`config.mk`:
```
export PLATFORM = sky130hd
export DESIGN_NAME = pto_div_cell
export DESIGN_NICKNAME = d
export VERILOG_FILES = /design/src/rtl/pto_pkg.sv /design/src/rtl/pto_div_cell.sv
export SDC_FILE = /design/constraint.sdc
export NUM_CORES = 1
export LEC_CHECK = 0
export BUFFER_PORTS_ARGS = -buffer_cell sky130_fd_sc_hd__buf_4
export CAP_MARGIN = 25
export CELL_PAD_IN_SITES_DETAIL_PLACEMENT = 1
export CELL_PAD_IN_SITES_GLOBAL_PLACEMENT = 2
export CORE_MARGIN = 5
export CORE_UTILIZATION = 34
export CTS_BUF_LIST = sky130_fd_sc_hd__clkbuf_2
export DETAILED_ROUTE_END_ITERATION = 10
export GPL_TIMING_DRIVEN = 0
export HOLD_SLACK_MARGIN = 0.08
export PLACE_DENSITY = 0.93
export SLEW_MARGIN = 20
export SYNTH_ARGS = -nofsm -noshare
export SYNTH_HDL_FRONTEND = slang
export SYNTH_SLANG_ARGS = --single-unit
```
`constraint.sdc`:
```
create_clock -name clk -period 9.6 [get_ports clk]
set_input_delay 2.88 -clock clk [delete_from_list [all_inputs] [get_ports clk]]
set_output_delay 2.88 -clock clk [all_outputs]
set_load 0.02 [all_outputs]
```
`src/rtl/pto_pkg.sv`:
```
package pto_pkg;

  localparam int DATA_W    = 32;
  localparam int REG_W     = 31;
  localparam int MODE_W    = 2;
  localparam int ADDR_W    = 2;
  localparam int T1_W      = 48;
  localparam int T2_W      = 49;
  localparam int K_W       = 34;
  localparam int NUM_W     = 35;
  localparam int MAG_W     = 34;
  localparam int NUM_CELLS = 32;
  localparam int STEP_W    = 6;
  localparam int DVD_W     = 64;

  localparam logic [MODE_W-1:0] MODE_SOFT = 2'd0;
  localparam logic [MODE_W-1:0] MODE_FIRM = 2'd1;
  localparam logic [MODE_W-1:0] MODE_SCAD = 2'd2;

  localparam logic [ADDR_W-1:0] REG_MODE       = 2'd0;
  localparam logic [ADDR_W-1:0] REG_LAMBDA_ONE = 2'd1;
  localparam logic [ADDR_W-1:0] REG_LAMBDA_TWO = 2'd2;
  localparam logic [ADDR_W-1:0] REG_CONCAVITY  = 2'd3;

  localparam logic [DATA_W-1:0] FX_ONE  = 32'h0001_0000;
  localparam logic [DATA_W-1:0] SAT_POS = 32'h7FFF_FFFF;
  localparam logic [DATA_W-1:0] SAT_NEG = 32'h8000_0000;

  localparam logic [REG_W-1:0] ONE_REG         = 31'h0001_0000;
  localparam logic [REG_W-1:0] CONCAVITY_RESET = 31'd196608;
  localparam logic [K_W-1:0]   K_MAX           = 34'h2_0000_0000;
  localparam logic [DVD_W-1:0] TWO_POW_32      = 64'h0000_0001_0000_0000;

  typedef enum logic [2:0] {
    SU_GL1,
    SU_T1,
    SU_T2,
    SU_DIV_G,
    SU_DIV_GM1,
    SU_DIV_K,
    SU_FIN,
    SU_READY
  } pto_setup_state_t;

  // Values derived from the configuration registers.
  typedef struct packed {
    logic [MODE_W-1:0] mode;
    logic [REG_W-1:0]  l1;
    logic [DATA_W-1:0] opl2;
    logic [T1_W-1:0]   t1;
    logic [T2_W-1:0]   t2;
    logic [K_W-1:0]    k;
    logic [DATA_W-1:0] d1;
    logic [DATA_W-1:0] d2;
    logic              flt1;
    logic              flt2;
  } pto_cfg_t;

  // What one divider cell hands to the next.
  typedef struct packed {
    logic [DATA_W-1:0] rem;
    logic [DATA_W-1:0] dvd;
    logic [DATA_W-1:0] quo;
    logic [DATA_W-1:0] den;
    logic              neg;
    logic              ovf;
    logic              fault;
  } pto_cell_t;

endpackage

```
`src/rtl/pto_div_cell.sv`:
```
module pto_div_cell (
  input  logic               clk,
  input  logic               rst,
  input  logic               in_valid,
  output logic               in_ready,
  input  pto_pkg::pto_cell_t in_data,
  output logic               out_valid,
  input  logic               out_ready,
  output pto_pkg::pto_cell_t out_data
);
  import pto_pkg::*;

  logic        vld;
  logic [32:0] rsh;
  logic [33:0] dif;
  logic        qbit;
  pto_cell_t   nxt;

  assign in_ready = ~vld | out_ready;

  // One restoring step: bring down the next dividend bit and subtract the
  // divisor when it fits.
  assign rsh  = {in_data.rem, in_data.dvd[DATA_W-1]};
  assign dif  = {1'b0, rsh} - {2'b0, in_data.den};
  assign qbit = ~dif[33];

  always_comb begin
    nxt     = in_data;
    nxt.rem = qbit ? dif[DATA_W-1:0] : rsh[DATA_W-1:0];
    nxt.dvd = {in_data.dvd[DATA_W-2:0], 1'b0};
    nxt.quo = {in_data.quo[DATA_W-2:0], qbit};
  end

  always_ff @(posedge clk) begin
    if (rst) begin
      vld <= 1'b0;
    end else if (in_ready) begin
      vld <= in_valid;
    end
  end

  always_ff @(posedge clk) begin
    if (in_ready && in_valid) begin
      out_data <= nxt;
    end
  end

  assign out_valid = vld;

endmodule

```
## Word-level counts from Yosys, hierarchy flattened

Cells that the tools add are included.

- Flip-flop bits (word level): 131
- Output and inout port bits: 133
- Input bits: 135
- Word-level logic and storage cells: 14

- $add $sub $neg: 1
- Bitwise logic cells: 3
- Muxes and demuxes: 1
- Reductions and logical operators: 1

Operator list:

| kind | count |
|---|---|
| $sub 33x32->34 | 1 |
| $mux 32 | 1 |
| $not 1->1 | 2 |
| $logic_and 1x1->1 | 1 |
| $or 1x1->1 | 1 |

## Depth between registers and ports, before layout

- Depth after elaboration: 3
- Mapped depth: 12
- Depth with buffers taken out: 12

## Least setup slack after synthesis

Ideal clock, no wire load.

- Path type: input to register
- Start: in out_ready
- End: reg out_data[0] (netlist name) (enable)
- Stages: 2
- Path buffers: 0
- Data arrival time: 6.167 ns
- Data required time: 9.096 ns
- Slack: 2.929 ns
- Cells stage by stage: nand2b_1 > and2_1

- Longest elaborated chain between the ends: 2

RTL lines:

| item | line | RTL |
|---|---|---|
| start: declaration | pto_div_cell.sv:8 | `input logic out_ready,` |
| $or 1x1->1 | pto_div_cell.sv:19 | `assign in_ready = ~vld \| out_ready;` |
| $logic_and 1x1->1 | pto_div_cell.sv:43 | `if (in_ready && in_valid) begin` |
| end signal: assignment | pto_div_cell.sv:44 | `out_data <= nxt;` |
| end: declaration | pto_div_cell.sv:9 | `output pto_pkg::pto_cell_t out_data` |

Every way passes these cells.
A chain may end at the register's enable or synchronous reset.

## Worst setup path in the final report

- Start: in out_ready
- End: out in_ready

- Longest elaborated chain between the ends: 1

RTL lines:

| item | line | RTL |
|---|---|---|
| $or 1x1->1 | pto_div_cell.sv:19 |  |
| end: declaration | pto_div_cell.sv:5 | `output logic in_ready,` |

Every way passes these cells.

==> impl_metrics.env <==
export IMPL_synthTopCellsByArea="edfxtp_1 61%, ha_1 6.3%, mux2_4 5.9%, a21oi_1 2.5%, inv_1 2.4%"
export IMPL_root_buffer="clkbuf_2"
export IMPL_postSynthAreaPerCell_um2=13.9
export IMPL_synth_fp_nets=627
export IMPL_die_x_um=147
export IMPL_ys_types=56
export IMPL_end_kind="output port"
export IMPL_synth_warnings=0
export IMPL_post_route_period_util_pct=65.0
export IMPL_antenna_found_initial=1
export IMPL_clock_path_buffers=2
export IMPL_power_leakage_nw=3.95
export IMPL_slew_viol_final=0
export IMPL_fp_dieH_um=147
export IMPL_synth_most_common_cell="edfxtp_1"
export IMPL_htreeDepth=4
export IMPL_fin_nets=913
export IMPL_cts_tree="done"
export IMPL_cts_repair_resized=0
export IMPL_gr_total_overflow=0
export IMPL_crit_buf_inv=2
export IMPL_required_ns=6.72
export IMPL_dpl_hpwl_um=18000
export IMPL_cts_hold_buf=0
export IMPL_worstSetupPathType="in -> out"
export IMPL_rsz0062_at_grt="no"
export IMPL_layout_min_cycle_time_ns=6.24
export IMPL_drive_gt1_share_pct=45.4
export IMPL_grt_max_degree=52
export IMPL_timing_slew_headroom_pct=54.2
export IMPL_clk_pin_slew_worst_paths_ns=0.22
export IMPL_routed_wirelength_um=21800
export IMPL_clkLatencyLatePin_ns=0.73
export IMPL_crit_family="buffers and inverters"
export IMPL_fin_skew_ns=0.0311
export IMPL_hold_path_class="reg -> reg"
export IMPL_fp_coreArea_um2=18600
export IMPL_worstMarginPinSlew_ns=0.678
export IMPL_via_count=4939
export IMPL_gp_congestion=0.880
export IMPL_crit_arrival_ns=3.36
export IMPL_area_growth_pct=40.4
export IMPL_rows=50
export IMPL_netlist_instances=459
export IMPL_grt_util_met1_pct=21.2
export IMPL_clkSinkCount=131
export IMPL_cts_buffers=17
export IMPL_wl_per_cell_um=22.0
export IMPL_setup_viol=0
export IMPL_dr_pass1_iters=4
export IMPL_yosysTopAreaCellShare_pct=61.3
export IMPL_async_flop_share_pct=0
export IMPL_start_kind="primary input"
export IMPL_yosysTopAreaCell="edfxtp_1"
export IMPL_drc_errors=0
export IMPL_peakVddDrop_mv=0.0637
export IMPL_synth_area_um2=6360
export IMPL_grt_pass1_wl_um=32100
export IMPL_critPathMostFrequentCell="buf_4"
export IMPL_synth_edff_count=130
export IMPL_drt_iter0_markers=240
export IMPL_fmax_ghz=0.160
export IMPL_grt_pass1_vias=5238
export IMPL_grt_busiest_layer="met2"
export IMPL_die_area_um2=21600
export IMPL_fin_cells=993
export IMPL_ys_top_cells_by_count="130 x edfxtp_1, 41 x inv_1, 32 x a21oi_1, 32 x ha_1"
export IMPL_start_util_pct=34.2
export IMPL_worstPathMaxFanout=3
export IMPL_via_per_inst=4.97
export IMPL_max_stage_delay_ns=0.19
export IMPL_cts_setup_buffers=0
export IMPL_dominantRegCellSynth="edfxtp_1"
export IMPL_maxCapViolCount=0
export IMPL_outcome="finished clean"
export IMPL_dp_cells=960
export IMPL_finalHoldViolCount=0
export IMPL_path_cells="buf_4 -> nand2b_1 -> buf_4"
export IMPL_power_density_nw_per_um2=160
export IMPL_seq_area_frac_synth_pct=61.7
export IMPL_io_buffers=265
export IMPL_setup_tns_final_ns=0
export IMPL_io_pins=268
export IMPL_grtUsageMet2_pct=35.6
export IMPL_ant_nets=0
export IMPL_gr_usage_met3_pct=7.96
export IMPL_grt_usage_pct=19.6
export IMPL_cp_slowest_cell="nand2b_1"
export IMPL_ys_ff_latch=131
-- registers in the layout (all words and copies together), names as in the netlist --
name / cells
out_data: 130
out_valid: 1
-- area by class of cell --
class                           instances  area [µm²]
Multi-Input combinational cell        278        2200
Inverter                               41         154
Timing Repair Buffer                  267        2040
Clock buffer                           17        85.1
Clock inverter                         15         146
Sequential cell                       131        3920
Tap cell                              234         293
Buffer                                  9        90.1
Antenna cell                            1        2.50
Fill cell                            1987        9640
-- cells in the final DEF, fill, tap and decap left out, types with 3 or more instances in the layout --
| master | netlist | final |
|---|---|---|
| a211oi_1 | 5 | 5 |
| a21boi_0 | 3 | 3 |
| a21o_1 | 6 | 6 |
| a21oi_1 | 32 | 32 |
| and3_1 | 5 | 5 |
| buf_4 | 3 | 268 |
| buf_6 | 6 | 6 |
| clkbuf_2 | 0 | 17 |
| clkinv_4 | 0 | 3 |
| edfxtp_1 | 130 | 130 |
| ha_1 | 32 | 32 |
| inv_1 | 41 | 41 |
| inv_6 | 0 | 5 |
| mux2_4 | 25 | 25 |
| mux2i_1 | 6 | 6 |
| nand2_1 | 25 | 25 |
| nand2b_1 | 6 | 6 |
| nand3_1 | 6 | 6 |
| nand4_1 | 6 | 6 |
| nor2_1 | 18 | 18 |
| nor2b_1 | 3 | 3 |
| nor3_1 | 4 | 4 |
| o211ai_1 | 3 | 3 |
| o21a_1 | 6 | 6 |
| o21ai_0 | 16 | 16 |
| o21bai_1 | 3 | 3 |
| o31ai_1 | 6 | 6 |
| or2_2 | 3 | 3 |
| or3_1 | 3 | 3 |
| xnor2_1 | 17 | 17 |
| xor2_1 | 7 | 7 |
-- through the flow --
step | hold slack, ns | util (%) | setup slack (ns) | instance area (µm²) | power, W
after floorplan | 0.729 | - | 2.93 | 6360 | 0.000941
after global placement | 0.513 | 46.5 | 1.82 | 8650 | 0.00110
after detailed placement | 0.566 | 46.8 | 3.37 | 8700 | 0.00111
after CTS | 0.591 | 48.1 | 3.37 | 8930 | 0.00145
after global routing | 0.617 | 48.1 | 3.36 | 8940 | 0.00150
final | 0.595 | 48.1 | 3.36 | 8940 | 0.00143
-- logic make-up after synthesis --
logic type | synth area share [%]
other | 0.0589
muxes | 7.20
adders and majority gates | 6.61
and+or+nand+nor | 6.74
DFF | 61.7
xor gates and xnor gates | 3.30
buffers and inverters | 3.83
AOI/OAI and AO/OA | 10.6
-- worst paths after layout --
check	start	to	slack, ns	cells after the start
worst max-delay path	out_ready	in_ready	3.36	3
worst min register to register	out_valid$_SDFFE_PP0N_	out_valid$_SDFFE_PP0N_	0.60	2
worst max register to register	out_valid$_SDFFE_PP0N_	out_data[28]$_DFFE_PP_	7.64	4
worst min-delay path	out_valid$_SDFFE_PP0N_	out_valid$_SDFFE_PP0N_	0.60	2
-- worst register-to-register path, delay by kind of cell (launching register included) --
family / cells / cell delay [ns]
AND/OR/NAND/NOR: 2 / 0.62
buffers and inverters: 2 / 0.61
flip-flops: 1 / 0.37
-- power by group --
part | switching (W) | internal, W | total (W) | leakage, nW
sequential | 0.0000127 | 0.000685 | 0.000698 | 1.27
combinational | 0.000208 | 0.000186 | 0.000393 | 2.55
clock | 0.000238 | 0.000101 | 0.000340 | 0.138
total | 0.000459 | 0.000972 | 0.00143 | 3.95
-- routing by layer --
metal	wire length, µm	share of wire [%]
met5	0	0
met3	2000	9.2
met1	8240	38
met4	344	1.6
met2	11200	52
Power figures use the tool's default switching activity.
