<file path="src/rtl/pto_pkg.sv">
package pto_pkg;

  localparam int DATA_W    = 32;
  localparam int REG_W     = 31;
  localparam int MODE_W    = 2;
  localparam int ADDR_W    = 2;
  localparam int T1_W      = 48;
  localparam int T2_W      = 49;
  localparam int K_W       = 34;
  localparam int NUM_W     = 35;
  localparam int MAG_W     = 34;
  localparam int NUM_CELLS = 32;
  localparam int STEP_W    = 6;
  localparam int DVD_W     = 64;

  localparam logic [MODE_W-1:0] MODE_SOFT = 2'd0;
  localparam logic [MODE_W-1:0] MODE_FIRM = 2'd1;
  localparam logic [MODE_W-1:0] MODE_SCAD = 2'd2;

  localparam logic [ADDR_W-1:0] REG_MODE       = 2'd0;
  localparam logic [ADDR_W-1:0] REG_LAMBDA_ONE = 2'd1;
  localparam logic [ADDR_W-1:0] REG_LAMBDA_TWO = 2'd2;
  localparam logic [ADDR_W-1:0] REG_CONCAVITY  = 2'd3;

  localparam logic [DATA_W-1:0] FX_ONE  = 32'h0001_0000;
  localparam logic [DATA_W-1:0] SAT_POS = 32'h7FFF_FFFF;
  localparam logic [DATA_W-1:0] SAT_NEG = 32'h8000_0000;

  localparam logic [REG_W-1:0] ONE_REG         = 31'h0001_0000;
  localparam logic [REG_W-1:0] CONCAVITY_RESET = 31'd196608;
  localparam logic [K_W-1:0]   K_MAX           = 34'h2_0000_0000;
  localparam logic [DVD_W-1:0] TWO_POW_32      = 64'h0000_0001_0000_0000;

  typedef enum logic [2:0] {
    SU_GL1,
    SU_T1,
    SU_T2,
    SU_DIV_G,
    SU_DIV_GM1,
    SU_DIV_K,
    SU_FIN,
    SU_READY
  } pto_setup_state_t;

  // Values derived from the configuration registers.
  typedef struct packed {
    logic [MODE_W-1:0] mode;
    logic [REG_W-1:0]  l1;
    logic [DATA_W-1:0] opl2;
    logic [T1_W-1:0]   t1;
    logic [T2_W-1:0]   t2;
    logic [K_W-1:0]    k;
    logic [DATA_W-1:0] d1;
    logic [DATA_W-1:0] d2;
    logic              flt1;
    logic              flt2;
  } pto_cfg_t;

  // What one divider cell hands to the next.
  typedef struct packed {
    logic [DATA_W-1:0] rem;
    logic [DATA_W-1:0] dvd;
    logic [DATA_W-1:0] quo;
    logic [DATA_W-1:0] den;
    logic              neg;
    logic              ovf;
    logic              fault;
  } pto_cell_t;

endpackage

</file>
<file path="src/rtl/pto_setup.sv">
module pto_setup (
  input  logic                        clk,
  input  logic                        rst,
  input  logic                        cfg_we,
  input  logic [pto_pkg::ADDR_W-1:0]  cfg_addr,
  input  logic [pto_pkg::REG_W-1:0]   cfg_data,
  output logic                        cfg_ready,
  output pto_pkg::pto_cfg_t           cfg_out
);
  import pto_pkg::*;

  pto_setup_state_t state;
  pto_setup_state_t state_next;

  logic [MODE_W-1:0] mode;
  logic [REG_W-1:0]  l1;
  logic [REG_W-1:0]  l2;
  logic [REG_W-1:0]  gam;

  logic [DATA_W-1:0] opl2;
  logic [REG_W-1:0]  gm1_den;
  logic              gm1_pos;

  logic [61:0]       gl1;
  logic [T1_W-1:0]   t1;
  logic [T2_W-1:0]   t2;
  logic [32:0]       inv_g;
  logic [32:0]       inv_gm1;
  logic [K_W-1:0]    k;
  logic [DATA_W-1:0] d1;
  logic [DATA_W-1:0] d2;
  logic              flt1;
  logic              flt2;

  logic [32:0]       mul_a;
  logic [31:0]       mul_b;
  logic [64:0]       prod;
  logic [32:0]       t_clamp;

  logic [DVD_W-1:0]  dvd;
  logic [DATA_W-1:0] den;
  logic [DATA_W-1:0] rem;
  logic [DVD_W-1:0]  quo;
  logic [STEP_W-1:0] cnt;
  logic              div_last;
  logic [32:0]       rsh;
  logic [33:0]       dif;
  logic              qbit;
  logic [DATA_W-1:0] rem_step;
  logic [DVD_W-1:0]  quo_step;

  logic [33:0]       d1_full;
  logic [33:0]       d2_full;

  always_ff @(posedge clk) begin
    if (rst) begin
      mode <= MODE_SOFT;
      l1   <= '0;
      l2   <= '0;
      gam  <= CONCAVITY_RESET;
    end else if (cfg_we) begin
      case (cfg_addr)
        REG_MODE:       mode <= cfg_data[MODE_W-1:0];
        REG_LAMBDA_ONE: l1   <= cfg_data;
        REG_LAMBDA_TWO: l2   <= cfg_data;
        REG_CONCAVITY:  gam  <= cfg_data;
        default: ;
      endcase
    end
  end

  assign opl2    = {1'b0, l2} + FX_ONE;
  assign gm1_pos = gam > ONE_REG;
  assign gm1_den = gam - ONE_REG;

  // One shared multiplier serves the three breakpoint products in turn.
  assign t_clamp = (|gl1[61:48]) ? 33'h1_0000_0000 : {1'b0, gl1[47:16]};

  always_comb begin
    mul_a = '0;
    mul_b = '0;
    case (state)
      SU_GL1: begin
        mul_a = {2'b0, gam};
        mul_b = {1'b0, l1};
      end
      SU_T1: begin
        mul_a = {2'b0, l1};
        mul_b = opl2;
      end
      SU_T2: begin
        mul_a = t_clamp;
        mul_b = opl2;
      end
      default: ;
    endcase
  end

  assign prod = {32'b0, mul_a} * {33'b0, mul_b};

  // Restoring divider, one quotient bit per cycle over a 64-bit dividend.
  assign div_last = (cnt == {STEP_W{1'b1}});
  assign rsh      = {rem, dvd[DVD_W-1]};
  assign dif      = {1'b0, rsh} - {2'b0, den};
  assign qbit     = ~dif[33];
  assign rem_step = qbit ? dif[31:0] : rsh[31:0];
  assign quo_step = {quo[DVD_W-2:0], qbit};

  assign d1_full = {2'b0, opl2} - {1'b0, inv_g};
  assign d2_full = {2'b0, opl2} - {1'b0, inv_gm1};

  always_ff @(posedge clk) begin
    if (rst) begin
      state <= SU_GL1;
    end else begin
      state <= state_next;
    end
  end

  always_comb begin
    state_next = state;
    cfg_ready  = 1'b0;
    case (state)
      SU_GL1:     state_next = SU_T1;
      SU_T1:      state_next = SU_T2;
      SU_T2:      state_next = SU_DIV_G;
      SU_DIV_G:   if (div_last) state_next = SU_DIV_GM1;
      SU_DIV_GM1: if (div_last) state_next = SU_DIV_K;
      SU_DIV_K:   if (div_last) state_next = SU_FIN;
      SU_FIN:     state_next = SU_READY;
      SU_READY:   cfg_ready = 1'b1;
      default:    state_next = SU_GL1;
    endcase
    if (cfg_we) state_next = SU_GL1;
  end

  always_ff @(posedge clk) begin
    case (state)
      SU_GL1: gl1 <= prod[61:0];
      SU_T1:  t1 <= {1'b0, prod[62:16]} + {17'b0, l1};
      SU_T2: begin
        t2  <= prod[64:16];
        dvd <= TWO_POW_32;
        den <= {1'b0, gam};
        rem <= '0;
        quo <= '0;
        cnt <= '0;
      end
      SU_DIV_G: begin
        if (div_last) begin
          inv_g <= quo_step[32:0];
          dvd   <= TWO_POW_32;
          den   <= {1'b0, gm1_den};
          rem   <= '0;
          quo   <= '0;
          cnt   <= '0;
        end else begin
          dvd <= {dvd[DVD_W-2:0], 1'b0};
          rem <= rem_step;
          quo <= quo_step;
          cnt <= cnt + 1'b1;
        end
      end
      SU_DIV_GM1: begin
        if (div_last) begin
          inv_gm1 <= quo_step[32:0];
          dvd     <= {2'b0, gl1};
          den     <= {1'b0, gm1_den};
          rem     <= '0;
          quo     <= '0;
          cnt     <= '0;
        end else begin
          dvd <= {dvd[DVD_W-2:0], 1'b0};
          rem <= rem_step;
          quo <= quo_step;
          cnt <= cnt + 1'b1;
        end
      end
      SU_DIV_K: begin
        if (div_last) begin
          k <= (quo_step > {30'b0, K_MAX}) ? K_MAX : quo_step[K_W-1:0];
        end else begin
          dvd <= {dvd[DVD_W-2:0], 1'b0};
          rem <= rem_step;
          quo <= quo_step;
          cnt <= cnt + 1'b1;
        end
      end
      SU_FIN: begin
        // A divisor of zero or below faults the branch that would use it.
        d1   <= d1_full[31:0];
        d2   <= d2_full[31:0];
        flt1 <= (gam == '0) | d1_full[33] | (d1_full == '0);
        flt2 <= ~gm1_pos | d2_full[33] | (d2_full == '0);
      end
      default: ;
    endcase
  end

  always_comb begin
    cfg_out.mode = mode;
    cfg_out.l1   = l1;
    cfg_out.opl2 = opl2;
    cfg_out.t1   = t1;
    cfg_out.t2   = t2;
    cfg_out.k    = k;
    cfg_out.d1   = d1;
    cfg_out.d2   = d2;
    cfg_out.flt1 = flt1;
    cfg_out.flt2 = flt2;
  end

endmodule

</file>
<file path="config.mk">
export PLATFORM = sky130hd
export DESIGN_NAME = pto_setup
export DESIGN_NICKNAME = d
export VERILOG_FILES = /design/src/rtl/pto_pkg.sv /design/src/rtl/pto_setup.sv
export SDC_FILE = /design/constraint.sdc
export NUM_CORES = 2
export LEC_CHECK = 0
export ABC_AREA = 1
export BUFFER_PORTS_ARGS = -buffer_cell sky130_fd_sc_hd__buf_2
export CAP_MARGIN = 20
export CORE_MARGIN = 5
export CORE_UTILIZATION = 31
export CTS_BUF_LIST = sky130_fd_sc_hd__clkbuf_16
export DETAILED_ROUTE_END_ITERATION = 16
export HOLD_SLACK_MARGIN = 0.06
export SYNTH_ARGS = -nofsm -noshare
export SYNTH_HDL_FRONTEND = slang
export SYNTH_SLANG_ARGS = --single-unit
</file>
<file path="constraint.sdc">
create_clock -name clk -period 23.6 [get_ports clk]
set_clock_uncertainty 0.15 [all_clocks]
set_input_delay 1.18 -clock clk [delete_from_list [all_inputs] [get_ports clk]]
set_output_delay 1.18 -clock clk [all_outputs]
set_load 0.01 [all_outputs]
</file>
# --- Yosys cells after proc, flatten, opt, wreduce, memory -nomap -nowiden ---
# Index checks and enable logic that the tools add are counted.
# W data, S select, Z words.
word_totals:
  register_bits: 620
  latchBits: 0
  mem_bits_rw: 0
  romBits: 0
  input_bits: 36
  output_inout_bits: 263
  wordCells: 100
  memories: 0
op_classes:
  add_sub_neg: 7
  mul: 1
  div: 0
  n_lt_le_gt_ge: 2
  n_eq_ne: 16
  shifts: 0
  n_mux: 24
  n_bitwise: 6
  reduce_logical: 24
op_table:
  columns: ["operator", "count"]
  rows:
  - ["$pmux W64 S4", 1]
  - ["$mux W64", 3]
  - ["$pmux W63 S3", 1]
  - ["$mux W32", 4]
  - ["$pmux W32 S2", 2]
  - ["$mux W63", 2]
  - ["$pmux W33 S3", 1]
  - ["$pmux W32 S3", 1]
  - ["$logic_not A34 Y1", 2]
  - ["$sub A32 B33 Y34", 2]
  - ["$mul A33 B32 Y65", 1]
  - ["$gt A64 B34 Y1 const B", 1]
  - ["$add A47 B31 Y48", 1]
  - ["$sub A33 B32 Y34", 1]
  - ["$mux W33", 1]
  - ["$add A31 B17 Y32 const B", 1]
  - ["$gt A31 B17 Y1 const B", 1]
  - ["$logic_not A31 Y1", 1]
  - ["$sub A31 B17 Y31 const B", 1]
  - ["$pmux W3 S7", 1]
  - ["$reduce_and A2 Y1", 10]
  - ["$pmux W6 S3", 1]
  - ["$reduce_or A14 Y1", 1]
  - ["$eq A3 B3 Y1 const B", 4]
  - ["other kinds (21)", 35]

# --- Longest topological paths before layout ---
depth:
  depth_word: 5
  ltp_mapped: 54
  depth_no_buf: 53

# --- Worst setup path after synthesis ---
# No wires, ideal clock.
synth_timing:
  path_kind: "reg2reg"
  startpoint: "register state[1]"
  endpoint: "register t1[46] (data pin)"
  setup_ns: 0.249
  arrival_ns: 10.453
  required_ns: 23.201
  setup_slack_ns: 12.748
  stages_incl_launch_ff: 45
  path_buffers: 2
  period_less_slack_ns: 10.852
  cell_sequence: "dfxtp_1 > nor2_1 > inv_1 > nor2_2 > clkbuf_1 > a22oi_2 > buf_2 > nor2_1 > fa_1 > fa_1 > fa_1 > inv_1 > fa_1 > inv_1 > fa_1 > inv_1 > fa_1 > inv_1 > (+9 left out) > nand2_1 > nand2_1 > xor2_1 > ha_1 > o21ai_0 > inv_1 > a21oi_1 > o21ai_0 > nand2_1 > nand2_1 > nand2_1 > nand2_1 > nand3_1 > nand2_1 > nand3_1 > nand2_1 > nand2_1 > inv_1"
synth_via:
  elab_chain_len: 5
  word_cells_on_any_way: 8
  cone_classes: "add/sub: 1; mul: 1; eq/ne: 2; mux: 2; reduce/logical: 2"
synth_lines:
  columns: ["element", "line", "source"]
  rows:
  - ["from (decl)", "pto_setup.sv:12", "pto_setup_state_t state;"]
  - ["from (signal assigned)", "pto_setup.sv:116", "state <= state_next;"]
  - ["$eq A3 B2 Y1 / $eq A3 B1 Y1 (equally long branches)", "pto_setup.sv:82", "case (state)"]
  - ["$reduce_or A2 Y1 (no line)", null, null]
  - ["$pmux W32 S2", "pto_setup.sv:82", null]
  - ["$mul A33 B32 Y65 (*)", "pto_setup.sv:99", "assign prod = {32'b0, mul_a} * {33'b0, mul_b};"]
  - ["named net prod[19]", "pto_setup.sv:37", "logic [64:0] prod;"]
  - ["$add A47 B31 Y48 (*)", "pto_setup.sv:140", "SU_T1: t1 <= {1'b0, prod[62:16]} + {17'b0, l1};"]
  - ["to (signal assigned)", "pto_setup.sv:140", null]
  - ["to (decl)", "pto_setup.sv:25", "logic [T1_W-1:0] t1;"]
# Mark *: on every way through the listed nets, which the timed path passes. The rest lies on a longest branch.
# A chain may end at the register's enable or synchronous reset.

# --- Worst setup path in the final report ---
layout_timing:
  startpoint: "register state[1]"
  endpoint: "register t1[41] (data pin)"
# The elaborated chain is that of the path after synthesis.

==> impl_results.md <==
* EDFF count, synth at 521
* CTS H-Tree Depth at 3
* Fill cells at 22,050
* Cell Int Power at 2.15 mW
* CTS tree: done
* Die Y at 473 um
* FMAX at 75.0 MHz
* Via/cell ratio at 5.07
* DPL Wire Length at 223,000 um
* Net Sw Power at 1.31 mW
* Max Slew Vio Count at 0
* Clock power share at 30.1%
* DIE WIDTH at 473 um
* Iter 0 DRT Violations at 5,955
* First-pass GRT wire length at 393,000 um
* Post-CTS Resized at 0
* Buffer depth of the longest clock path at 3
* Comb pwr share at 31.0%
* Gr usage total at 24.2%
* IO Pins at 299
* Max stage delay on crit path at 850 ps
* CTS Buf Count at 67
* Pwr dens at 47.4 nW/um^2
* Flop and latch count out of synthesis at 619
* Clock slew at reported path FFs at 60 ps
* Seq/Total Area, Yosys at 26.5%
* Post-CTS Hold Buffers at 0
* Port-buffer cells at 298
* Crit path required time at 23,850 ps
* Slowest-stage cell, CP: inv_2
* Vias in the first global route at 55,509
* Area delta synth->final at 10.1%
* Antenna Nets Post-Route at 0
* Buffers & Inverters on Critical Path at 7
* Final period util at 56.5%
* Prevailing post-synth register cell: edfxtp_1
* Slew headroom at 5.92%
* Synth Instances at 7,697
* DRC violations left at 0
* LEAKAGE at 34.2 nW
* Sink Count at 619
* FP Rows at 169
* Crit. End Element: register
* Wire length per cell at 25.5 um
* Syn_area_per_cell at 8.62 um^2
* Count leader, synth: inv_1
* Clock Root Buffer: clkbuf_16
* CORE AREA at 213,000 um^2
* Post-layout minimum cycle time at 13,330 ps
* Overall power at 3.46 mW
* Tightest Pin Transition at 1410 ps
* Maximum vdd drop at 0.0000596 V
* Nets at 9,258
* Seq pwr share at 38.9%
* Most area-hungry cell type in the Yosys netlist: fa_1
* Fin. Hold Viols at 0
* Area contributors post-synth: fa_1 (28%), edfxtp_1 (24%), inv_1 (9.6%)
* Max-cap violations at 0
* Initial Util at 31.2%
* Post-synthesis async set-or-reset flop share at 0%
* Setup_tns at 0 ps
* Hold Crit Class: register to register
* Critical path class: register to register
* Worst path arrival time at 13,580 ps
* Most frequent CP cell: fa_1
* Total wire length at 275,000 um
* Die area at 223,000 um^2
* Top delay family on crit path: adder cells
* Grt ovf at 0
* RSZ-0062 raised after global routing: false
* Post-CTS setup buffers at 0
* GP Congestion at 1.01
* Area fraction of the dominant cell type after synthesis at 28.1%
* Initial antenna violation count at 38
* Initial DRT Pass Iterations at 6
* Crit path max fanout at 70
* Netlist cell types at 61
* Vias after detailed routing at 54,643
* Clk_lat worst skew at 660 ps
* Final setup viols at 0
* Post-Syn Area at 66,400 um^2
* Post-synth net total at 9,057
* Syn. warnings at 0
* Synth cell count leaders: inv_1 (1,693), nand2_1 (1,521), fa_1 (930)
* CP Launch Type: register
* Switching share of power at 37.7%
* Pin count of the biggest net entering global routing at 94
* Status: finished, final reports clean
* Share of cells above drive strength 1 at 8.33%
==> worst register-to-register path, delay by kind of cell, from the launching register on <==
kind                       cells  cell delay [ps]
AOI/OAI and AO/OA              7             1650
buffers and inverters          7             2610
xor gates and xnor gates       1              670
and+or+nand+nor               12             2630
DFF                            1              490
adders and majority gates     10             4860
==> through the flow <==
| stage | hold WS [ps] | worst slack [ps] | util (%) | area (um^2) | std cells |
|---|---|---|---|---|---|
| final | 286 | 10270 | 34.4 | 73100 | 10783 |
| after global routing | 315 | 9630 | 34.4 | 73100 | 10781 |
| after CTS | 289 | 10380 | 34.4 | 73000 | 10769 |
| after detailed placement | 273 | 10420 | 33.4 | 71000 | 10648 |
| after global placement | 277 | 10320 | 33.4 | 70900 | 10647 |
| after floorplan | 258 | 12750 | - | 66400 | 7697 |
==> state kept, by name (all words and copies together), names as in the netlist <==
register  cells
l2           31
inv_gm1      33
flt2          1
d1           32
t2           49
quo          63
inv_g        33
mode          2
cnt           6
den          31
k            34
l1           31
flt1          1
gam          31
t1           48
rem          32
gl1          62
state         3
d2           32
dvd          64
==> layer usage <==
layer	GRT usage (%)	wire length (um)	vias to the layer above	share of wire [%]
li1	-	-	23936	-
met1	33.1	115000	27422	42
met2	36.3	117000	2712	43
met3	4.98	25400	565	9.3
met4	12.4	17200	8	6.3
met5	0	50	-	0.018
==> area by class of cell <==
| class | count | area (um^2) | share of cell area (%) |
|---|---|---|---|
| clock inverters | 50 | 308 | 0.421 |
| flip-flops and latches | 619 | 17600 | 24.1 |
| repair buffers | 392 | 2220 | 3.03 |
| inverters | 1751 | 6580 | 9.00 |
| clock buffers | 71 | 1780 | 2.43 |
| well taps | 2821 | 3530 | 4.83 |
| diodes | 12 | 30.0 | 0.0411 |
| multi-input cells | 5067 | 41000 | 56.2 |
==> final timing paths <==
path | from | end | slack, ps | cells after the start
worst max-delay path | state[1] | t1[41] | 10270 | 37
worst min-delay path | gam[3] | den[3] | 290 | 0
worst max register to register | state[1] | t1[41] | 10270 | 37
worst min register to register | gam[3] | den[3] | 290 | 0
==> logic make-up (layout without fill, tap and decap cells) <==
| group | after synthesis | after routing | share of synthesized area (%) |
|---|---|---|---|
| other cells | 0 | 12 | 0 |
| fa+ha+maj | 1324 | 1324 | 35.5 |
| buf+inv | 2011 | 2264 | 11.9 |
| flops | 619 | 619 | 26.5 |
| simple gates | 2811 | 2811 | 17.1 |
| xor+xnor | 179 | 179 | 2.37 |
| compound gates | 753 | 753 | 6.63 |
==> cell usage in the layout, fill, tap and decap left out, types with 37 or more instances in the layout <==
cell type	instances
ha_1	394
dfxtp_1	98
buf_2	298
buf_4	92
clkbuf_16	71
a32o_1	60
nor2_1	923
fa_1	930
nand2_1	1512
nand4_1	52
nand3_1	147
xnor2_1	65
nand2_2	37
xor2_1	112
edfxtp_1	521
a21oi_1	304
o21ai_0	243
inv_2	58
inv_1	1698
==> power groups by stage <==
stage / Sequential [mW] / Combinational [mW] / Clock, mW
floorplan: 1.34 / 0.624 / 0
global placement: 1.37 / 1.05 / 0
detailed placement: 1.37 / 1.06 / 0
CTS: 1.35 / 1.06 / 1.06
global route: 1.35 / 1.15 / 1.10
finish: 1.35 / 1.07 / 1.04
No activity file was read; power rests on OpenSTA's default activity.
