==> src/rtl/pto_pkg.sv <==
package pto_pkg;

  localparam int DATA_W    = 32;
  localparam int REG_W     = 31;
  localparam int MODE_W    = 2;
  localparam int ADDR_W    = 2;
  localparam int T1_W      = 48;
  localparam int T2_W      = 49;
  localparam int K_W       = 34;
  localparam int NUM_W     = 35;
  localparam int MAG_W     = 34;
  localparam int NUM_CELLS = 32;
  localparam int STEP_W    = 6;
  localparam int DVD_W     = 64;

  localparam logic [MODE_W-1:0] MODE_SOFT = 2'd0;
  localparam logic [MODE_W-1:0] MODE_FIRM = 2'd1;
  localparam logic [MODE_W-1:0] MODE_SCAD = 2'd2;

  localparam logic [ADDR_W-1:0] REG_MODE       = 2'd0;
  localparam logic [ADDR_W-1:0] REG_LAMBDA_ONE = 2'd1;
  localparam logic [ADDR_W-1:0] REG_LAMBDA_TWO = 2'd2;
  localparam logic [ADDR_W-1:0] REG_CONCAVITY  = 2'd3;

  localparam logic [DATA_W-1:0] FX_ONE  = 32'h0001_0000;
  localparam logic [DATA_W-1:0] SAT_POS = 32'h7FFF_FFFF;
  localparam logic [DATA_W-1:0] SAT_NEG = 32'h8000_0000;

  localparam logic [REG_W-1:0] ONE_REG         = 31'h0001_0000;
  localparam logic [REG_W-1:0] CONCAVITY_RESET = 31'd196608;
  localparam logic [K_W-1:0]   K_MAX           = 34'h2_0000_0000;
  localparam logic [DVD_W-1:0] TWO_POW_32      = 64'h0000_0001_0000_0000;

  typedef enum logic [2:0] {
    SU_GL1,
    SU_T1,
    SU_T2,
    SU_DIV_G,
    SU_DIV_GM1,
    SU_DIV_K,
    SU_FIN,
    SU_READY
  } pto_setup_state_t;

  // Values derived from the configuration registers.
  typedef struct packed {
    logic [MODE_W-1:0] mode;
    logic [REG_W-1:0]  l1;
    logic [DATA_W-1:0] opl2;
    logic [T1_W-1:0]   t1;
    logic [T2_W-1:0]   t2;
    logic [K_W-1:0]    k;
    logic [DATA_W-1:0] d1;
    logic [DATA_W-1:0] d2;
    logic              flt1;
    logic              flt2;
  } pto_cfg_t;

  // What one divider cell hands to the next.
  typedef struct packed {
    logic [DATA_W-1:0] rem;
    logic [DATA_W-1:0] dvd;
    logic [DATA_W-1:0] quo;
    logic [DATA_W-1:0] den;
    logic              neg;
    logic              ovf;
    logic              fault;
  } pto_cell_t;

endpackage

==> src/rtl/pto_front.sv <==
module pto_front (
  input  logic                       clk,
  input  logic                       rst,
  input  pto_pkg::pto_cfg_t          cfg,
  input  logic                       in_valid,
  output logic                       in_ready,
  input  logic signed [pto_pkg::DATA_W-1:0] in_value,
  output logic                       out_valid,
  input  logic                       out_ready,
  output pto_pkg::pto_cell_t         out_data
);
  import pto_pkg::*;

  logic              va;
  logic              vb;
  logic              vc;
  logic              rdy_a;
  logic              rdy_b;
  logic              rdy_c;

  logic [DATA_W-1:0] z_u;
  logic [DATA_W-1:0] mag_in;
  logic [DATA_W-1:0] a_m;
  logic              a_neg;

  logic              gt_l1;
  logic              le_t1;
  logic              le_t2;
  logic [NUM_W-1:0]  m_ext;
  logic [NUM_W-1:0]  diff_l1;
  logic [NUM_W-1:0]  diff_k;
  logic [NUM_W-1:0]  num_sel;
  logic [DATA_W-1:0] den_sel;
  logic              flt_sel;

  logic [NUM_W-1:0]  b_num;
  logic [DATA_W-1:0] b_den;
  logic              b_fault;
  logic              b_neg;

  logic [NUM_W-1:0]  num_neg;
  logic [MAG_W-1:0]  absn;
  pto_cell_t         init;

  assign rdy_c    = ~vc | out_ready;
  assign rdy_b    = ~vb | rdy_c;
  assign rdy_a    = ~va | rdy_b;
  assign in_ready = rdy_a;

  // Stage A: magnitude and sign of the estimate.
  assign z_u    = in_value;
  assign mag_in = z_u[DATA_W-1] ? (~z_u + 32'd1) : z_u;

  // Stage B: pick the branch, its numerator and its divisor. Paths with no
  // division run through the cells with a divisor of one.
  assign gt_l1   = a_m > {1'b0, cfg.l1};
  assign le_t1   = {16'b0, a_m} <= cfg.t1;
  assign le_t2   = {17'b0, a_m} <= cfg.t2;
  assign m_ext   = {3'b0, a_m};
  assign diff_l1 = {3'b0, a_m} - {4'b0, cfg.l1};
  assign diff_k  = {3'b0, a_m} - {1'b0, cfg.k};

  always_comb begin
    num_sel = '0;
    den_sel = FX_ONE;
    flt_sel = 1'b0;
    case (cfg.mode)
      MODE_SOFT: if (gt_l1) num_sel = diff_l1;
      MODE_FIRM: begin
        if (gt_l1) begin
          if (le_t2) begin
            if (cfg.flt1) begin
              flt_sel = 1'b1;
            end else begin
              num_sel = diff_l1;
              den_sel = cfg.d1;
            end
          end else begin
            num_sel = m_ext;
            den_sel = cfg.opl2;
          end
        end
      end
      MODE_SCAD: begin
        if (gt_l1) begin
          if (le_t1) begin
            num_sel = diff_l1;
            den_sel = cfg.opl2;
          end else if (le_t2) begin
            if (cfg.flt2) begin
              flt_sel = 1'b1;
            end else begin
              num_sel = diff_k;
              den_sel = cfg.d2;
            end
          end else begin
            num_sel = m_ext;
            den_sel = cfg.opl2;
          end
        end
      end
      default: ;
    endcase
  end

  // Stage C: split the numerator into sign and magnitude, catch quotients
  // of 2^32 or more, and seed the first cell.
  assign num_neg = -b_num;
  assign absn    = b_num[NUM_W-1] ? num_neg[MAG_W-1:0] : b_num[MAG_W-1:0];

  always_comb begin
    init.rem   = {14'b0, absn[MAG_W-1:16]};
    init.dvd   = {absn[15:0], 16'b0};
    init.quo   = '0;
    init.den   = b_den;
    init.neg   = b_neg ^ b_num[NUM_W-1];
    init.ovf   = {14'b0, absn} >= {b_den, 16'b0};
    init.fault = b_fault;
  end

  always_ff @(posedge clk) begin
    if (rst) begin
      va <= 1'b0;
      vb <= 1'b0;
      vc <= 1'b0;
    end else begin
      if (rdy_a) va <= in_valid;
      if (rdy_b) vb <= va;
      if (rdy_c) vc <= vb;
    end
  end

  always_ff @(posedge clk) begin
    if (rdy_a && in_valid) begin
      a_m   <= mag_in;
      a_neg <= z_u[DATA_W-1];
    end
    if (rdy_b && va) begin
      b_num   <= num_sel;
      b_den   <= den_sel;
      b_fault <= flt_sel;
      b_neg   <= a_neg;
    end
    if (rdy_c && vb) begin
      out_data <= init;
    end
  end

  assign out_valid = vc;

endmodule

==> config.mk <==
export PLATFORM = sky130hd
export DESIGN_NAME = pto_front
export DESIGN_NICKNAME = d
export VERILOG_FILES = /design/src/rtl/pto_pkg.sv /design/src/rtl/pto_front.sv
export SDC_FILE = /design/constraint.sdc
export NUM_CORES = 1
export LEC_CHECK = 0
export ABC_AREA = 0
export BUFFER_PORTS_ARGS = -buffer_cell sky130_fd_sc_hd__buf_2
export CORE_UTILIZATION = 41
export CTS_BUF_LIST = sky130_fd_sc_hd__clkbuf_8
export CTS_CLUSTER_SIZE = 28
export DETAILED_ROUTE_END_ITERATION = 6
export PLACE_DENSITY = 0.73
export SYNTH_ARGS = -nofsm -noshare
export SYNTH_HDL_FRONTEND = slang
export SYNTH_SLANG_ARGS = --single-unit
==> constraint.sdc <==
create_clock -name clk -period 7.5 [get_ports clk]
set_input_delay 0.75 -clock clk [delete_from_list [all_inputs] [get_ports clk]]
set_output_delay 0.75 -clock clk [all_outputs]
set_load 0.03 [all_outputs]
### After elaboration in Yosys (flattened, before gate mapping)

Index checks and enable logic that the tools add are counted.

| word-level totals | value |
|---|---|
| flip-flop bits (word level) | 174 |
| input bits | 298 |
| output and inout port bits | 133 |
| logic and storage cells | 65 |

| operators by class | value |
|---|---|
| add/subtract/negate cells | 4 |
| order comparisons | 4 |
| equal/unequal tests | 2 |
| mux-type cells | 27 |
| bitwise gates (word level) | 8 |
| reductions and logical operators | 4 |

Operators with widths:

| cell | count |
|---|---|
| $mux 35 | 8 |
| $mux 32 | 7 |
| $pmux 35 s3 | 1 |
| $pmux 32 s2 | 1 |
| $le 32x49->1 | 1 |
| $ge 34x48->1 | 1 |
| $le 32x48->1 | 1 |
| $sub 32x34->35 | 1 |
| $mux 34 | 1 |
| $neg 34->34 | 1 |
| $sub 32x31->33 | 1 |
| $add 32x1->32 const B | 1 |
| $gt 32x31->1 | 1 |
| $not 32->32 | 1 |
| $mux 31 | 1 |
| $mux 1 | 7 |
| $logic_and 1x1->1 | 3 |
| $not 1->1 | 3 |
| $or 1x1->1 | 3 |
| $eq 2x1->1 const B | 1 |
| $eq 2x2->1 const B | 1 |
| $logic_not 2->1 | 1 |
| $pmux 1 s2 | 1 |
| $xor 1x1->1 | 1 |

### Logic depth before layout (Yosys ltp)

Gate-level depths: netlist of run 1.

| depth | value |
|---|---|
| depth after elaboration | 6 |
| depth in mapped cells | 20 |
| mapped depth without buffers | 20 |

### Worst setup path after synthesis of run 1

OpenSTA, ideal clock, no wires.

| path | value |
|---|---|
| path type | input -> register |
| start | in out_ready |
| end | reg b_den[0], enable pin |
| library setup time | 602 ps |
| arrival time | 5865 ps |
| required time | 6898 ps |
| setup slack | 1034 ps |
| stages on the path | 2 |
| path buffers | 0 |
| cell sequence | nor2b_1 -> a21boi_0 |

| on the way | value |
|---|---|
| cells in the longest elaborated chain, start to end | 3 |

RTL lines:

| element | line | text |
|---|---|---|
| start, declared | pto_front.sv:9 | `input logic out_ready,` |
| $or 1x1->1 | pto_front.sv:45 | `assign rdy_c = ~vc \| out_ready;` |
| $or 1x1->1 | pto_front.sv:46 | `assign rdy_b = ~vb \| rdy_c;` |
| $logic_and 1x1->1 | pto_front.sv:138 | `if (rdy_b && va) begin` |
| end signal, assigned | pto_front.sv:140 | `b_den <= den_sel;` |
| end, declared | pto_front.sv:37 | `logic [DATA_W-1:0] b_den;` |

No other way between the ends.
A chain may end at the register's enable or synchronous reset.

==> impl_metrics.toml, run 1 <==
[run_status]
status = "finished, violations left"
violations = "DRC"

[power_and_ir_drop]
pwr-share-clk = 0.245
p_sw_mw = 1.154
irDropWorstVdd_v = 0.0001640
total_power_mw = 2.982
power.leakage_nw = 7.523
pwr-share-seq = 0.413
power_frac_comb = 0.343
p_int_mw = 1.828
switching_share = 0.3870
power.density_nw_per_um2 = 177.5

[clocking]
postCtsSetupBuffers = 0
htree_levels = 4
cts.path.max_buffers = 2
cts_num_sinks = 174
worstSkewPairLatency_ns = 0.49
cts_resized = 0
cts-buffers-inserted = 17
clkTransAtPathRegs_ns = 0.11
cts_hold_buf = 0
cts_tree = "yes"
cts_root_buf = "clkbuf_8"

[finish]
final_nets = 2332
fin_area_um2 = 16790
fin_cells = 2343
final_cell_mix = "buf_2, inv_1, edfxtp_1"
drive_gt1_frac = 0.2313
final_common_cell = "buf_2"
area_growth_pct = 17.95
fillCellCount = 3151

[global_route]
antenna_found_initial = 8
grt_pass1_vias = 12820
grt_pass1_wl_um = 68340
grt_max_degree = 70
grt_overflow = 0
grt_usage = 0.2489

[timing]
setup-tns-final_ns = 0
rsz0062_at_grt = "false"
tightest_slew_ns = 1.158
final_hold_viol_count = 0
fmax_ghz = 0.2109
final-max-slew-violation-count = 0
whs_ns = 0.4313
setup_viol = 0
slew_headroom = 0.2282
min_period_ns = 4.741
skew_ns = 0.03465
finalCritPeriodShare = 0.6321

[placed_design]
port_buffers = 368
gp_congestion = 0.9637
post_dp_cell_area_um2 = 16350
place_inst = 2310
place_hpwl_um = 36640

[worst_setup_path]
cp_cell_sequence = "or4_1 -> nor4_1 -> nand2b_1 -> nand2b_1 -> or4_1 -> o31ai_1 -> xnor2_1 -> ha_1 -> nand4_1 -> or4_1 -> nor4_1 -> nand2_1 -> nor4_1 -> a31oi_1 -> a31oi_1 -> o21ai_0 -> a21oi_1"
path_class = "reg2reg"
r2r_slack_ns = 2.76
cp_slowest_cell = "or4_1"
critPathCaptureType = "register"
startpoint_type = "register"
required_ns = 7.83
crit_arrival_ns = 5.07
slowest_delay_ns = 0.61
path_max_fanout = 5

[logic_synthesis]
synth_edf_count = 171
synth_seq_cells = 174
netlist_area_um2 = 14240
synthMuxAreaShare = 0.002900
synthSimpleGateAreaFrac = 0.1358
yosysWarnings = 0
yosysTopAreaCellShare = 0.3607
synth_top_family_by_area = "compound AO/OA/AOI/OAI gates"
synthDistinctLibCells = 78
synth_fa_ha_area_frac = 0.1355
synth.area.top_cells = "edfxtp_1, ha_1, xnor2_1"
yosysSeqAreaShare = 0.3649
avgSynthCellArea_um2 = 9.287
synth.largest_area_cell = "edfxtp_1"
synth-xor-area-share = 0.06828
syn-instance-count = 1533
async_reset_ff_frac = 0
synthFlopType = "edfxtp_1"
synth-compound-area-share = 0.2009

[route]
via_per_inst = 5.586
first_pass_iters = 7
final_antenna_net_count = 0
routed_wl_um = 44760
wl_per_cell_um = 19.10
drc = 9
num_vias = 13090
drt_iter0_drc = 1127

[floorplanning]
rows = 67
die-height_um = 188.3
dieArea_um2 = 35470
dieWidth_um = 188.3
initial_utilization = 0.4204
io-pin-count = 431
core_area_um2 = 33870

[flow_run]
max-cap-violations = 0

[hold_path]
hp-class = "reg2reg"
[synthesized netlist by cell type (3+ instances only)]
library cell	count
and3_1	9
buf_1	3
o31a_1	4
a31oi_1	18
and2_1	6
a21o_1	40
o21ai_0	62
o21ai_1	3
o21a_1	15
o211ai_1	8
nand3b_1	3
or3_4	3
inv_1	174
clkbuf_1	42
or3_1	8
a211o_1	6
nand3_1	22
a21oi_1	106
nor2b_1	15
and4_1	5
a21boi_0	5
nand2_1	106
nor3_1	14
ha_1	151
a22oi_1	15
a211oi_1	9
xnor2_1	84
nor4_1	18
mux2i_1	3
nand2b_1	12
edfxtp_1	171
or4_1	13
buf_2	3
buf_4	62
o41ai_1	11
nand4_1	25
dfxtp_1	3
o21bai_1	7
or2_2	8
xor2_1	27
nor2_1	115
o31ai_1	24
a22o_1	3
a222oi_1	41
a221oi_1	9
[worst max-delay path: cells and delay by family, from the launching register on]
family	cells	cell delay, ns
flip-flops	1	0.44
AND/OR/NAND/NOR	10	2.92
XOR/XNOR	1	0.12
AO/OA/AOI/OAI	5	0.82
adder cells (fa/ha/maj)	1	0.30
[state kept, by name, summed over array words and instances, names as in the netlist]
name and count:
a_m 32, va 1, out_data 69, b_fault 1, b_num 35, out_valid 1, b_den 32, vb 1
a_neg 1, b_neg 1
[layer usage]
metal / part of all wire / up-vias / GRT usage
met1: 0.41 / 6132 / 0.3066
met2: 0.48 / 623 / 0.4344
met4: 0.029 / 12 / 0.08747
met5: 0.0013 / - / 0
met3: 0.078 / 74 / 0.04545
li1: - / 6248 / -
[cell families after synthesis]
kind of cell	count (synthesis)
compound gates	414
xor+xnor	111
fa+ha+maj	153
buf+inv	284
flops	174
mux	4
other cells	1
simple gates	392
[worst paths after layout]
| path | depth (start not counted) | endpoint | start |
|---|---|---|---|
| setup / recovery | 17 | out_data[1] | b_num[13] |
| setup reg to reg | 17 | out_data[1] | b_num[13] |
| hold / removal | 0 | out_data[0] | b_fault |
| hold reg to reg | 0 | out_data[0] | b_fault |
[through the flow]
step / utilization / worst slack, ns
after floorplan: - / 1.034
after global placement: 0.4827 / 2.902
after detailed placement: 0.4827 / 2.776
after CTS: 0.4958 / 2.739
after global routing: 0.4958 / 2.166
final: 0.4959 / 2.759
[power groups by stage]
stage | sequential, mW | combinational, mW | clock (mW)
2_1_floorplan | 1.24 | 0.708 | 0
3_3_place_gp | 1.25 | 0.986 | 0
4_1_cts | 1.23 | 1.01 | 0.739
3_5_place_dp | 1.25 | 1.00 | 0
6_report | 1.23 | 1.02 | 0.730
5_1_grt | 1.24 | 1.12 | 0.776
[area by class of cell]
cell class / count / area (um2) / share of cell area
Inverter: 174 / 653.1 / 0.03889
Clock inverter: 15 / 207.7 / 0.01237
Antenna cell: 1 / 2.502 / 0.0001490
Multi-Input combinational cell: 1136 / 8024 / 0.4778
Timing Repair Buffer: 378 / 1917 / 0.1141
Sequential cell: 174 / 5195 / 0.3093
Clock buffer: 17 / 234.0 / 0.01393
Tap cell: 448 / 560.5 / 0.03338
(Power assumes the default switching activity.)
==> inputs of run 2 (changes only) <==
- clock period: 7.5 -> 4.67 ns (I/O delays scaled with it)
==> impl_metrics.toml, run 2 (synthesized netlist as in run 1, its figures left out) <==
[timing]
rsz0062_at_grt = "false"
setup_viol = 0
fmax_ghz = 0.2246
tightest_slew_ns = 0.8787
final-max-slew-violation-count = 0
whs_ns = 0.1579
finalCritPeriodShare = 0.9533
slew_headroom = 0.4129
skew_ns = 0.02523
min_period_ns = 4.452
final_hold_viol_count = 0

[floorplanning]
dieArea_um2 = 35470
die-height_um = 188.3
initial_utilization = 0.4204
rows = 67
io-pin-count = 431
dieWidth_um = 188.3
core_area_um2 = 33870

[global_route]
grt_max_degree = 70
grt_pass1_wl_um = 65560
grt_overflow = 0
grt_usage = 0.2378
antenna_found_initial = 7
grt_pass1_vias = 12490

[hold_path]
hp-class = "in2reg"
worst_hold_startpoint = "rst"
min_to = "va"
hold_depth = 2

[worst_setup_path]
reg2reg_depth = 17
r2r_slack_ns = 0.22
cp_cell_sequence = "or4_1 -> or2_2 -> inv_1 -> nand3_2 -> or4_4 -> o41ai_2 -> xnor2_1 -> ha_1 -> nand4_1 -> or4_4 -> nor4_2 -> nand2_1 -> nor4_2 -> a31oi_1 -> a31oi_1 -> o21ai_1 -> a21oi_1"
slowest_delay_ns = 0.55
rr_endpoint = "out_data[1]"
path_class = "reg2reg"
cp_slowest_cell = "or4_1"
required_ns = 5.00
critPathCaptureType = "register"
rr_startpoint = "b_num[9]"
crit_arrival_ns = 4.78
cpLargestDelayFamily = "simple AND/OR/NAND/NOR gates"
startpoint_type = "register"
cp_num_buf_inv = 1
path_max_fanout = 5

[clocking]
cts_tree = "yes"
cts_hold_buf = 0
htree_levels = 4
cts_root_buf = "clkbuf_8"
clkTransAtPathRegs_ns = 0.11
cts.path.max_buffers = 2
cts-buffers-inserted = 17
worstSkewPairLatency_ns = 0.48
cts_num_sinks = 174

[finish]
area_growth_pct = 19.76
multi_input_area_um2 = 8124
final-seq-area_um2 = 5195
largest_reg_flops = 69
drive_gt1_frac = 0.2457
final_common_cell = "buf_2"
final_nets = 2351
fillCellCount = 3173
final_cell_mix = "buf_2, inv_1, edfxtp_1"
top_register = "out_data"
reg.largest.list = "out_data x69, b_num x35"
final_util = 0.5034

[run_status]
status = "finished, violations left"
violations = "DRC"

[route]
first_pass_iters = 7
num_vias = 12940
routed_wl_um = 43350
via_per_inst = 5.477
final_antenna_net_count = 0
drc = 5
drt_iter0_drc = 957
wl_per_cell_um = 18.35

[placed_design]
place_hpwl_um = 35760
gp_congestion = 0.9823
port_buffers = 368

[power_and_ir_drop]
power.leakage_nw = 7.652
power.density_nw_per_um2 = 278.5
total_power_mw = 4.749
irDropWorstVdd_v = 0.0001673

[flow_run]
max-cap-violations = 0
## run 2: worst max path at each step
stage,startpoint,end,slack [ns],cells after the start
2_1_floorplan,out_valid,b_den[0],0.24,2
3_3_place_gp,b_num[13],out_data[1],0.02,17
3_5_place_dp,b_num[13],out_data[1],-0.06,17
4_1_cts,b_num[9],out_data[1],0.02,17
5_1_grt,b_num[11],out_data[1],0.02,17
6_report,b_num[9],out_data[1],0.22,17
## run 2: stage by stage
| step | cells | setup slack [ns] | area, um2 | setup TNS (ns) |
|---|---|---|---|---|
| global placement | 2327 | 0.02471 | 16490 | 0 |
| CTS | 2359 | 0.02154 | 16940 | 0 |
| floorplan | 1594 | 0.2413 | 14470 | 0 |
| detailed placement | 2327 | -0.05640 | 16490 | -0.05640 |
| global route | 2361 | 0.02220 | 17050 | 0 |
| finish | 2363 | 0.2179 | 17050 | 0 |
## run 2: cell type report
type / count / share of cell area
diodes: 2 / 0.0002935
clock buffers: 17 / 0.01372
clock inverters: 15 / 0.01211
inverters: 174 / 0.03831
multi-input cells: 1136 / 0.4765
flip-flops and latches: 174 / 0.3047
well taps: 448 / 0.03288
repair buffers: 397 / 0.1215
## run 2: timing repair
action / in CTS / in global routing
resized for setup: 2 / 16
endpoints found under the setup margin: 1 / 1
gates cloned: 0 / 0
pin swaps: 0 / 9
hold endpoints to repair: 0 / 0
buffers inserted: 0 / 2
## run 2: metal layers
| metal | global-route usage | wire length [um] | vias up |
|---|---|---|---|
| met5 | 0 | 61 | - |
| met1 | 0.2952 | 18150 | 6023 |
| met4 | 0.07785 | 1032 | 10 |
| met2 | 0.4183 | 20940 | 560 |
| li1 | - | - | 6284 |
| met3 | 0.03911 | 3166 | 64 |
## run 2: where the power goes
part / internal, mW / switching [mW]
logic: 0.665 / 0.990
clock network: 0.429 / 0.702
registers: 1.85 / 0.114
